$ cat src/hw/rtl/kwhm_pkg.sv
// Shared constants, command codes and controller/datapath structs of the heap merger.
package kwhm_pkg;

  localparam int unsigned MAX_LISTS_DEF = 64;
  localparam int unsigned MAX_ITEMS_DEF = 1024;
  localparam int unsigned VAL_W = 32;

  localparam logic [1:0] CMD_APPEND = 2'd0;
  localparam logic [1:0] CMD_OPEN   = 2'd1;
  localparam logic [1:0] CMD_POP    = 2'd2;

  typedef struct packed {
    logic load;
    logic start;
    logic build_rd;
    logic build_cap;
    logic root_rd;
    logic root_cap;
    logic ptr_step;
    logic key_cap;
    logic last_cap;
    logic sift_rd_l;
    logic sift_cap_l;
    logic sift_cap_r;
    logic sift_wr;
    logic res_load;
  } kwhm_ctl_t;

  typedef struct packed {
    logic merging;
    logic fill_zero;
    logic build_done;
    logic list_empty;
    logic pos_out;
    logic leaf;
    logic no_right;
    logic best_is_pos;
    logic out_free;
  } kwhm_sts_t;

endpackage

$ cat src/hw/rtl/kwhm_ctrl.sv
// Controller state machine of the heap merger: load, heap build, pop and sift sequencing.
module kwhm_ctrl (
  input  logic                clk,
  input  logic                rst,
  input  logic                in_valid,
  input  logic [1:0]          in_cmd,
  output logic                in_ready,
  input  kwhm_pkg::kwhm_sts_t sts,
  output kwhm_pkg::kwhm_ctl_t ctl
);
  import kwhm_pkg::*;

  typedef enum logic [12:0] {
    IDLE    = 13'b0000000000001,
    B_NEXT  = 13'b0000000000010,
    B_CAP   = 13'b0000000000100,
    P_RD    = 13'b0000000001000,
    P_ROOT  = 13'b0000000010000,
    P_PTR   = 13'b0000000100000,
    P_KEY   = 13'b0000001000000,
    P_LAST  = 13'b0000010000000,
    S_LEFT  = 13'b0000100000000,
    S_CAPL  = 13'b0001000000000,
    S_CAPR  = 13'b0010000000000,
    S_WRITE = 13'b0100000000000,
    FINISH  = 13'b1000000000000
  } state_t;

  state_t state, state_next;
  logic   building, building_next;
  state_t after_sift;

  always_ff @(posedge clk) begin
    if (rst) begin
      state    <= IDLE;
      building <= 1'b0;
    end else begin
      state    <= state_next;
      building <= building_next;
    end
  end

  assign after_sift = building ? B_NEXT : FINISH;

  always_comb begin
    state_next    = state;
    building_next = building;
    ctl           = '0;
    in_ready      = 1'b0;
    case (state)
      IDLE: begin
        in_ready = 1'b1;
        if (in_valid) begin
          if (in_cmd == CMD_APPEND || in_cmd == CMD_OPEN) begin
            ctl.load = 1'b1;
          end else if (in_cmd == CMD_POP) begin
            ctl.start = 1'b1;
            building_next = !sts.merging;
            state_next = sts.merging ? P_RD : B_NEXT;
          end
        end
      end
      B_NEXT: begin
        if (sts.build_done) begin
          building_next = 1'b0;
          state_next = P_RD;
        end else begin
          ctl.build_rd = 1'b1;
          state_next = B_CAP;
        end
      end
      B_CAP: begin
        ctl.build_cap = 1'b1;
        state_next = S_LEFT;
      end
      P_RD: begin
        if (sts.fill_zero) begin
          state_next = FINISH;
        end else begin
          ctl.root_rd = 1'b1;
          state_next = P_ROOT;
        end
      end
      P_ROOT: begin
        ctl.root_cap = 1'b1;
        state_next = P_PTR;
      end
      P_PTR: begin
        ctl.ptr_step = 1'b1;
        state_next = sts.list_empty ? P_LAST : P_KEY;
      end
      P_KEY: begin
        ctl.key_cap = 1'b1;
        state_next = S_LEFT;
      end
      P_LAST: begin
        ctl.last_cap = 1'b1;
        state_next = S_LEFT;
      end
      S_LEFT: begin
        if (sts.pos_out) begin
          state_next = after_sift;
        end else begin
          ctl.sift_rd_l = 1'b1;
          state_next = sts.leaf ? S_WRITE : S_CAPL;
        end
      end
      S_CAPL: begin
        ctl.sift_cap_l = 1'b1;
        state_next = sts.no_right ? S_WRITE : S_CAPR;
      end
      S_CAPR: begin
        ctl.sift_cap_r = 1'b1;
        state_next = S_WRITE;
      end
      S_WRITE: begin
        ctl.sift_wr = 1'b1;
        state_next = sts.best_is_pos ? after_sift : S_LEFT;
      end
      FINISH: begin
        if (sts.out_free) begin
          ctl.res_load = 1'b1;
          state_next = IDLE;
        end
      end
      default: begin
        state_next = IDLE;
      end
    endcase
  end

endmodule
$ cat config.mk
export PLATFORM = sky130hd
export DESIGN_NAME = kwhm_ctrl
export DESIGN_NICKNAME = d
export VERILOG_FILES = /design/src/hw/rtl/kwhm_pkg.sv /design/src/hw/rtl/kwhm_ctrl.sv
export SDC_FILE = /design/constraint.sdc
export NUM_CORES = 1
export LEC_CHECK = 0
export BUFFER_PORTS_ARGS = -buffer_cell sky130_fd_sc_hd__buf_4
export CAP_MARGIN = 20
export CORE_MARGIN = 10
export CORE_UTILIZATION = 45
export DETAILED_ROUTE_END_ITERATION = 6
export PLACE_DENSITY_LB_ADDON = 0.2
export SETUP_SLACK_MARGIN = 0.05
export SKIP_LAST_GASP = 1
export SLEW_MARGIN = 20
export SYNTH_ARGS = -nofsm -noshare
export SYNTH_HDL_FRONTEND = slang
export SYNTH_SLANG_ARGS = --single-unit
$ cat constraint.sdc
create_clock -name clk -period 1.9 [get_ports clk]
set_clock_uncertainty 0.1 [all_clocks]
set_input_delay 0.19 -clock clk [delete_from_list [all_inputs] [get_ports clk]]
set_output_delay 0.19 -clock clk [all_outputs]
set_load 0.005 [all_outputs]
==> flow_metrics.py, run 1 <==
metrics = {
    "pwr": {
        "p_total_w": 0.0007505,
        "p_sw_frac": 0.2879,
        "p_sw_w": 0.0002161,
        "ir_drop_v": 0.0004262,
        "combinationalPowerShare": 0.309,
        "p_leak_nw": 0.7976,
        "clkPwrFrac": 0.287,
        "p_seq_frac": 0.403,
        "powerDensity_nw_per_um2": 430.6,
        "p_int_w": 0.0005344,
    },
    "final_layout": {
        "drive_gt1_frac": 0.5604,
        "fin_nets": 197,
        "area_delta_synth_final_pct": 83.05,
        "multiInputGateArea_um2": 815.8,
        "diodes": 0,
        "fill_cells": 88,
        "regArea_um2": 294.0,
    },
    "grt": {
        "grt_pass1_vias": 1239,
        "grt_pass1_wl_um": 5664,
        "antenna_found_initial": 0,
        "grt.total_usage": 0.1626,
        "grt_max_degree": 14,
        "grt-ovfl-total": 0,
    },
    "drt": {
        "wl_per_cell_um": 20.04,
        "dr_wl_met3_um": 349,
        "vias": 1291,
        "route.detailed.drc": 0,
        "routed_via_density": 6.177,
        "firstDrtPassIters": 4,
        "drt-met1-wl_um": 1516,
        "drt-initial-drc-count": 84,
        "top_layer": "met4",
        "drt_wl_total_um": 4188,
        "antenna_left": 0,
        "dr_wl_met2_um": 2108,
    },
    "run_status": {
        "outcome": "complete, but fails checks",
        "violations": "negative setup slack",
    },
    "yosys": {
        "synthArstFlopShare": 0,
        "synth_edf_count": 0,
        "synth.avg_cell_area_um2": 8.069,
        "synth_ff_type": "dfxtp_1",
        "yosys_warnings": 0,
        "netlist_instances": 118,
        "seq_area_frac_synth": 0.2943,
        "ys_types": 44,
        "synthesis.nets": 132,
        "ys_seq_elements": 14,
        "synth_area_um2": 952.2,
    },
    "cts": {
        "h-tree-depth": 1,
        "cts_sinks": 14,
        "cts_root_buf": "clkbuf_4",
        "cts.path.max_buffers": 2,
        "clk_pin_slew_worst_paths_ns": 0.09,
        "clkLatencyLatePin_ns": 0.28,
        "cts_tree": "yes",
        "cts_buffers": 3,
    },
    "sta": {
        "fin_tns_setup_ns": -3.363,
        "fmax_mhz": 437.4,
        "rsz0062_at_grt": "true",
        "holdWs_ns": 0.09012,
        "max-slew-margin-rel": 0.7284,
        "setup_violations": 18,
        "worst_slew_pin_slew_ns": 0.4031,
        "maxSlewViolCount": 0,
        "post-route-period-util": 1.203,
        "fin_ws_ns": -0.3862,
        "hold_violations": 0,
        "period_needed_ns": 2.286,
    },
    "die": {
        "fp.dieH_um": 66,
        "initial_utilization": 0.4804,
        "core_um2": 1982,
        "num_rows": 16,
        "num_io_pins": 29,
        "die_w_um": 66,
        "dieArea_um2": 4356,
    },
    "worst_setup_path": {
        "crit_path_start_kind": "flip-flop",
        "worstPathArrival_ns": 2.00,
        "cp.required_ns": 1.61,
        "critPathKind": "reg -> out",
        "end_kind": "output port",
        "cp_max_fo": 4,
        "reg2reg_depth": 7,
    },
    "place": {
        "dp_slack_ns": -0.02935,
        "place.gp.congestion": 0.8477,
        "dp_hpwl_um": 2312,
        "portBuffers": 28,
    },
    "hold_path": {
        "holdPathStages": 2,
        "hold_path.class": "in -> reg",
    },
    "job": {
        "max_cap_viol_count": 0,
    },
}
## through the flow
stage / std cells / area (µm²) / util
4_1_cts: 204 / 1599 / 0.8068
5_1_grt: 209 / 1743 / 0.8794
3_5_place_dp: 184 / 1306 / 0.6591
2_1_floorplan: 118 / 968.4 / -
6_report: 209 / 1743 / 0.8794
3_3_place_gp: 184 / 1306 / 0.6591
## flip-flops by register name, indices dropped and copies added (netlist names)
name and cells:
state 13, building 1
## final timing paths
path,from,endpoint,slack (ns)
worst max-delay path,state[6]$_SDFFE_PP0P_,ctl[11],-0.39
worst min register to register,building$_SDFFE_PP0P_,state[1]$_SDFFE_PP0P_,0.50
worst max register to register,state[6]$_SDFFE_PP0P_,building$_SDFFE_PP0P_,-0.22
worst min-delay path,rst,state[11]$_SDFFE_PP0P_,0.09
## cells in the final DEF, fill, tap and decap left out, drive strengths merged, types with 4 or more instances in the layout
| cell | n |
|---|---|
| inv | 8 |
| nand4 | 5 |
| nor2 | 10 |
| dlygate4sd3 | 6 |
| and3b | 4 |
| o21ai | 5 |
| buf | 60 |
| clkbuf | 4 |
| nor3 | 7 |
| dfxtp | 14 |
| nor4 | 9 |
## power groups by stage
stage               combinational (W)  clock (W)  sequential (W)
CTS                          0.000178   0.000219        0.000302
detailed placement           0.000142          0        0.000309
finish                       0.000232   0.000215        0.000303
global route                 0.000248   0.000233        0.000303
global placement             0.000139          0        0.000309
floorplan                   0.0000738          0        0.000310
## final cells by class
type	instances	share of cell area
Clock buffer	4	0.02082
Inverter	8	0.01723
Timing Repair Buffer	66	0.3058
Sequential cell	14	0.1687
Tap cell	27	0.01938
Multi-Input combinational cell	90	0.4681
## Yosys cell counts, types with 2 or more instances
master / n / area (µm²)
dfxtp_1: 14 / 280.3
nand3_1: 2 / 10.01
xor2_1: 3 / 26.28
or4b_2: 3 / 30.03
and3_1: 2 / 12.51
inv_1: 8 / 30.03
nor4_1: 7 / 43.79
clkbuf_1: 4 / 15.01
nor2b_1: 3 / 18.77
nand2b_1: 3 / 18.77
or4_1: 3 / 22.52
a21oi_1: 3 / 15.01
nor3b_1: 2 / 15.01
and2_1: 3 / 18.77
and3b_1: 4 / 35.03
a32oi_1: 2 / 17.52
nor2_1: 10 / 37.54
o21ai_0: 4 / 20.02
nand4_1: 5 / 31.28
nand2_1: 3 / 11.26
nor3_1: 6 / 30.03
o41ai_1: 2 / 17.52
## repair_timing
action / 4_1_cts / 5_1_grt
pin swaps: 17 / 8
endpoints found under the setup margin: 18 / 25
resized for setup: 28 / 21
hold buffers: 6 / 0
endpoints found under the hold margin: 6 / 0
setup buffers: 11 / 9
## worst max-delay path, stage by stage (launching register included)
cell and delay (ns):
dfxtp_2 0.33, or4_4 0.54, buf_6 0.15, nor3_4 0.22
nand2_2 0.11, nor3_2 0.22, buf_4 0.14
## cells by family (layout without fill, tap and decap cells)
family | after synthesis | in the layout | synth area share
xor+xnor | 3 | 3 | 0.02760
compound gates | 21 | 21 | 0.1564
simple gates | 66 | 66 | 0.4612
buf+inv | 14 | 78 | 0.06044
flops | 14 | 14 | 0.2944
## routing by layer
layer	vias to the layer above	GRT usage
met5	-	0
met4	0	0.06545
met3	31	0.06102
met2	78	0.2899
met1	601	0.1670
li1	581	-
(Power assumes the default switching activity.)
==> inputs of run 2 (changes only) <==
Settings changed: PLACE_DENSITY_LB_ADDON 0.2 to 0.05.
==> flow_metrics.py, run 2 (synthesis gave the netlist of run 1 again) <==
metrics = {
    "cts": {
        "cts_buffers": 3,
        "clkLatencyLatePin_ns": 0.30,
        "cts_root_buf": "clkbuf_4",
        "clk_pin_slew_worst_paths_ns": 0.10,
        "cts_sinks": 14,
        "h-tree-depth": 1,
        "cts.path.max_buffers": 2,
        "cts_tree": "yes",
    },
    "sta": {
        "worst_slew_pin_slew_ns": 0.4885,
        "maxSlewViolCount": 0,
        "hold_violations": 0,
        "rsz0062_at_grt": "true",
        "fmax_mhz": 450.3,
        "setup_violations": 16,
        "fin_ws_ns": -0.3209,
        "period_needed_ns": 2.221,
        "max-slew-margin-rel": 0.6739,
        "post-route-period-util": 1.169,
    },
    "worst_setup_path": {
        "cp.required_ns": 1.61,
        "r2r_end": "building$_SDFFE_PP0P_",
        "worst-r2r-setup-slack_ns": -0.08,
        "worstPathCellList": "or4_4, buf_6, nor3_4, buf_6, and3_1, buf_4",
        "cp_max_fo": 5,
        "cp_common_cell": "buf_6",
        "crit_path_start_kind": "flip-flop",
        "cpMaxStageDelayCell": "or4_4",
        "endpoint": "ctl[10]",
        "end_kind": "output port",
        "reg2reg_from": "state[10]$_SDFFE_PP0P_",
        "reg2reg_depth": 7,
        "critPathMaxStageDelay_ns": 0.53,
        "worstPathArrival_ns": 1.93,
        "cp-startpoint": "state[10]$_SDFFE_PP0P_",
        "critPathKind": "reg -> out",
    },
    "drt": {
        "wl_per_cell_um": 17.82,
        "route.detailed.drc": 0,
        "drt-initial-drc-count": 78,
        "routed_via_density": 5.849,
        "vias": 1199,
        "drt_wl_total_um": 3654,
        "firstDrtPassIters": 4,
        "antenna_left": 0,
    },
    "die": {
        "num_io_pins": 29,
        "initial_utilization": 0.4804,
        "core_um2": 1982,
        "fp.dieH_um": 66,
        "die_w_um": 66,
        "dieArea_um2": 4356,
        "num_rows": 16,
    },
    "grt": {
        "grt_pass1_vias": 1201,
        "antenna_found_initial": 0,
        "grt-ovfl-total": 0,
        "grt_pass1_wl_um": 5540,
        "grt.total_usage": 0.1586,
        "grt_max_degree": 14,
    },
    "hold_path": {
        "hold_path.class": "in -> reg",
        "holdPathStages": 2,
    },
    "final_layout": {
        "final_cell_area_um2": 1662,
        "fin_nets": 193,
        "diodes": 0,
        "final_cell_mix": "buf_4, nor2_1, inv_1, dfxtp_2, buf_6",
        "multiInputGateArea_um2": 760.7,
        "largest_reg_flops": 13,
        "area_delta_synth_final_pct": 74.51,
        "reg_top3": "state x13, building x1",
        "top_register": "state",
        "regArea_um2": 294.0,
        "final_common_cell": "buf_4",
        "fill_cells": 123,
        "drive_gt1_frac": 0.5393,
    },
    "place": {
        "place.gp.congestion": 0.8109,
        "dp_hpwl_um": 2391,
        "portBuffers": 28,
        "place_area_um2": 1306,
    },
    "pwr": {
        "ir_drop_v": 0.0004809,
        "powerDensity_nw_per_um2": 436.0,
        "p_leak_nw": 0.7663,
        "p_total_w": 0.0007244,
    },
    "job": {
        "max_cap_viol_count": 0,
    },
    "run_status": {
        "outcome": "complete, but fails checks",
        "violations": "negative setup slack",
    },
}
[run 2: how the worst min path moves through the flow]
stage                start                     end  slack, ns
floorplan           sts[3]   state[9]$_SDFFE_PP0P_       0.16
global placement    sts[5]   state[6]$_SDFFE_PP0P_       0.26
detailed placement  sts[5]   state[6]$_SDFFE_PP0P_       0.27
CTS                    rst   state[6]$_SDFFE_PP0P_       0.09
global route           rst  state[11]$_SDFFE_PP0P_       0.07
finish                 rst  state[11]$_SDFFE_PP0P_       0.08
[run 2: power by group]
part / internal (W) / switching (W)
Sequential: 0.000298 / 0.00000429
Combinational: 0.0000959 / 0.0000891
Clock: 0.000117 / 0.000120
Total: 0.000511 / 0.000214
[run 2: worst max-delay path, delay by kind of cell, from the launching register on]
kind / cells / cell delay (ns)
buf+inv: 3 / 0.38
flops: 1 / 0.36
simple gates: 3 / 0.89
[run 2: layout make-up]
type                    count  share of cell area
clock buffers               4             0.02184
multi-input cells          90              0.4578
well taps                  27             0.02033
inverters                   8             0.01807
repair buffers             62              0.3050
flip-flops and latches     14              0.1770
[run 2: per-stage QoR]
stage | std cells | hold slack (ns) | utilization | TNS, ns | setup slack (ns)
2_1_floorplan | 118 | 0.1595 | - | 0 | 0.04959
3_3_place_gp | 184 | 0.2597 | 0.6591 | 0 | 0.002260
3_5_place_dp | 184 | 0.2687 | 0.6591 | -0.03458 | -0.01264
4_1_cts | 200 | 0.08899 | 0.7639 | -2.833 | -0.2963
5_1_grt | 205 | 0.06957 | 0.8384 | -4.456 | -0.3879
6_report | 205 | 0.07653 | 0.8384 | -2.969 | -0.3209
[run 2: layer usage]
metal | global-route usage | vias to the layer above | wire, µm
met2 | 0.2802 | 40 | 1882
met1 | 0.1751 | 585 | 1477
li1 | - | 568 | -
met3 | 0.04068 | 6 | 226
met4 | 0.06545 | 0 | 67
met5 | 0 | - | 0
[run 2: timing repair]
item,CTS,global route
hold buffers,6,0
setup endpoints to repair,18,25
buffers inserted,6,8
pin swaps,5,12
hold endpoints to repair,6,0
gates resized for setup,17,25
==> inputs of run 3 (changes only) <==
Settings changed: SETUP_SLACK_MARGIN 0.05 to unset.
==> flow_metrics.py, run 3 (synthesis gave the netlist of run 1 again) <==
metrics = {
    "grt": {
        "grt-ovfl-total": 0,
        "grt_pass1_vias": 1214,
        "antenna_found_initial": 0,
        "grt_max_degree": 14,
        "grt_pass1_wl_um": 5630,
        "grt.total_usage": 0.1612,
    },
    "die": {
        "fp.dieH_um": 66,
        "core_um2": 1982,
        "dieArea_um2": 4356,
        "num_io_pins": 29,
        "die_w_um": 66,
        "num_rows": 16,
        "initial_utilization": 0.4804,
    },
    "cts": {
        "clk_pin_slew_worst_paths_ns": 0.09,
        "cts_buffers": 3,
        "cts_root_buf": "clkbuf_4",
        "cts.path.max_buffers": 2,
        "cts_sinks": 14,
        "h-tree-depth": 1,
        "clkLatencyLatePin_ns": 0.29,
        "cts_tree": "yes",
    },
    "worst_setup_path": {
        "cpMaxStageDelayCell": "or4_4",
        "critPathMaxStageDelay_ns": 0.55,
        "crit_family": "simple AND/OR/NAND/NOR gates",
        "critPathKind": "reg -> out",
        "reg2reg_from": "state[8]$_SDFFE_PP0P_",
        "crit_path_start_kind": "flip-flop",
        "worst-r2r-setup-slack_ns": -0.08,
        "cp.required_ns": 1.61,
        "worstPathCellList": "or4_4, buf_6, nor3_4, and2_4, and3b_1, buf_4",
        "worstPathArrival_ns": 1.91,
        "crit_buf_inv": 2,
        "r2r_end": "state[1]$_SDFFE_PP0P_",
        "cp_max_fo": 4,
        "end_kind": "output port",
        "reg2reg_depth": 8,
    },
    "hold_path": {
        "hold_path.class": "in -> reg",
        "holdPathEnd": "state[11]$_SDFFE_PP0P_",
        "holdCritStartpoint": "rst",
        "holdPathStages": 2,
    },
    "place": {
        "dp_slack_ns": -0.08232,
        "place_area_um2": 1311,
        "dp_hpwl_um": 2394,
        "portBuffers": 28,
        "place.gp.congestion": 0.8288,
    },
    "final_layout": {
        "final_cell_area_um2": 1725,
        "area_delta_synth_final_pct": 81.21,
        "final_common_cell": "buf_4",
        "final_cell_mix": "buf_4, buf_6, nor2_1",
        "reg_top3": "state x13, building x1",
        "fin_nets": 195,
        "fill_cells": 94,
        "drive_gt1_frac": 0.5500,
        "largest_reg_flops": 13,
        "diodes": 0,
        "top_register": "state",
    },
    "sta": {
        "max-slew-margin-rel": 0.6445,
        "hold_violations": 0,
        "rsz0062_at_grt": "true",
        "fin_ws_ns": -0.2955,
        "post-route-period-util": 1.156,
        "worst_slew_pin_slew_ns": 0.5325,
        "setup_violations": 20,
        "fmax_mhz": 455.5,
        "period_needed_ns": 2.196,
        "fin_tns_setup_ns": -3.571,
        "maxSlewViolCount": 0,
    },
    "pwr": {
        "p_total_w": 0.0007552,
        "p_seq_frac": 0.401,
        "p_leak_nw": 0.7866,
        "p_int_w": 0.0005410,
        "ir_drop_v": 0.0004510,
        "p_sw_frac": 0.2836,
        "combinationalPowerShare": 0.302,
        "p_sw_w": 0.0002142,
        "powerDensity_nw_per_um2": 437.7,
        "clkPwrFrac": 0.297,
    },
    "drt": {
        "drt-initial-drc-count": 108,
        "drt_wl_total_um": 3782,
        "routed_via_density": 6.005,
        "route.detailed.drc": 0,
        "firstDrtPassIters": 4,
        "vias": 1243,
        "wl_per_cell_um": 18.27,
        "antenna_left": 0,
    },
    "run_status": {
        "outcome": "complete, but fails checks",
        "violations": "negative setup slack",
    },
    "job": {
        "max_cap_viol_count": 0,
    },
}
-- run 3: changes by cell type in the layout (fill, tap and decap cells not counted), moves of 2 or more --
cell | previous run | this run
and2_1 | 3 | 1
and2_4 | 0 | 2
buf_4 | 49 | 46
buf_6 | 7 | 12
-- run 3: power by group through the flow --
| stage | Combinational, W | Clock (W) | Sequential (W) |
|---|---|---|---|
| global route | 0.000240 | 0.000240 | 0.000303 |
| detailed placement | 0.000144 | 0 | 0.000309 |
| floorplan | 0.0000696 | 0 | 0.000310 |
| global placement | 0.000140 | 0 | 0.000310 |
| CTS | 0.000189 | 0.000229 | 0.000304 |
| finish | 0.000228 | 0.000224 | 0.000303 |
-- run 3: timing repair --
action | 4_1_cts | 5_1_grt
endpoints found under the hold margin | 6 | 0
buffers inserted | 7 | 9
setup endpoints to repair | 22 | 24
resized for setup | 28 | 24
pin swaps | 17 | 21
hold buffers | 6 | 0
-- run 3: stage by stage --
stage | utilization | hold slack, ns | instances
floorplan | - | 0.1595 | 118
finish | 0.8706 | 0.08374 | 207
CTS | 0.7942 | 0.06924 | 201
global route | 0.8706 | 0.07211 | 207
detailed placement | 0.6616 | 0.2684 | 186
global placement | 0.6616 | 0.2594 | 186
-- run 3: layer usage --
layer	share of wire	vias up	GRT usage	wire length, µm
met2	0.54	57	0.3019	2038
met4	0.0098	0	0.03665	37
met3	0.055	6	0.04915	207
li1	-	576	-	-
met1	0.40	604	0.1708	1498
met5	0	-	0	0
-- run 3: cell type report --
cell class | instances | area (µm²) | share of cell area
multi-input cells | 90 | 792.0 | 0.4590
inverters | 8 | 30.03 | 0.01740
flip-flops and latches | 14 | 292.8 | 0.1697
clock buffers | 4 | 36.28 | 0.02103
well taps | 27 | 33.78 | 0.01958
repair buffers | 64 | 540.5 | 0.3133
-- run 3: how the worst max path moves through the flow --
stage	endpoint	cells after the start	slack, ns	startpoint
4_1_cts	ctl[4]	5	-0.31	state[0]$_SDFFE_PP1P_
6_report	ctl[6]	6	-0.30	state[1]$_SDFFE_PP0P_
3_5_place_dp	ctl[5]	5	-0.08	state[9]$_SDFFE_PP0P_
5_1_grt	ctl[8]	6	-0.36	state[1]$_SDFFE_PP0P_
3_3_place_gp	ctl[8]	5	-0.04	state[9]$_SDFFE_PP0P_
2_1_floorplan	ctl[5]	5	0.009	state[1]$_SDFFE_PP0P_
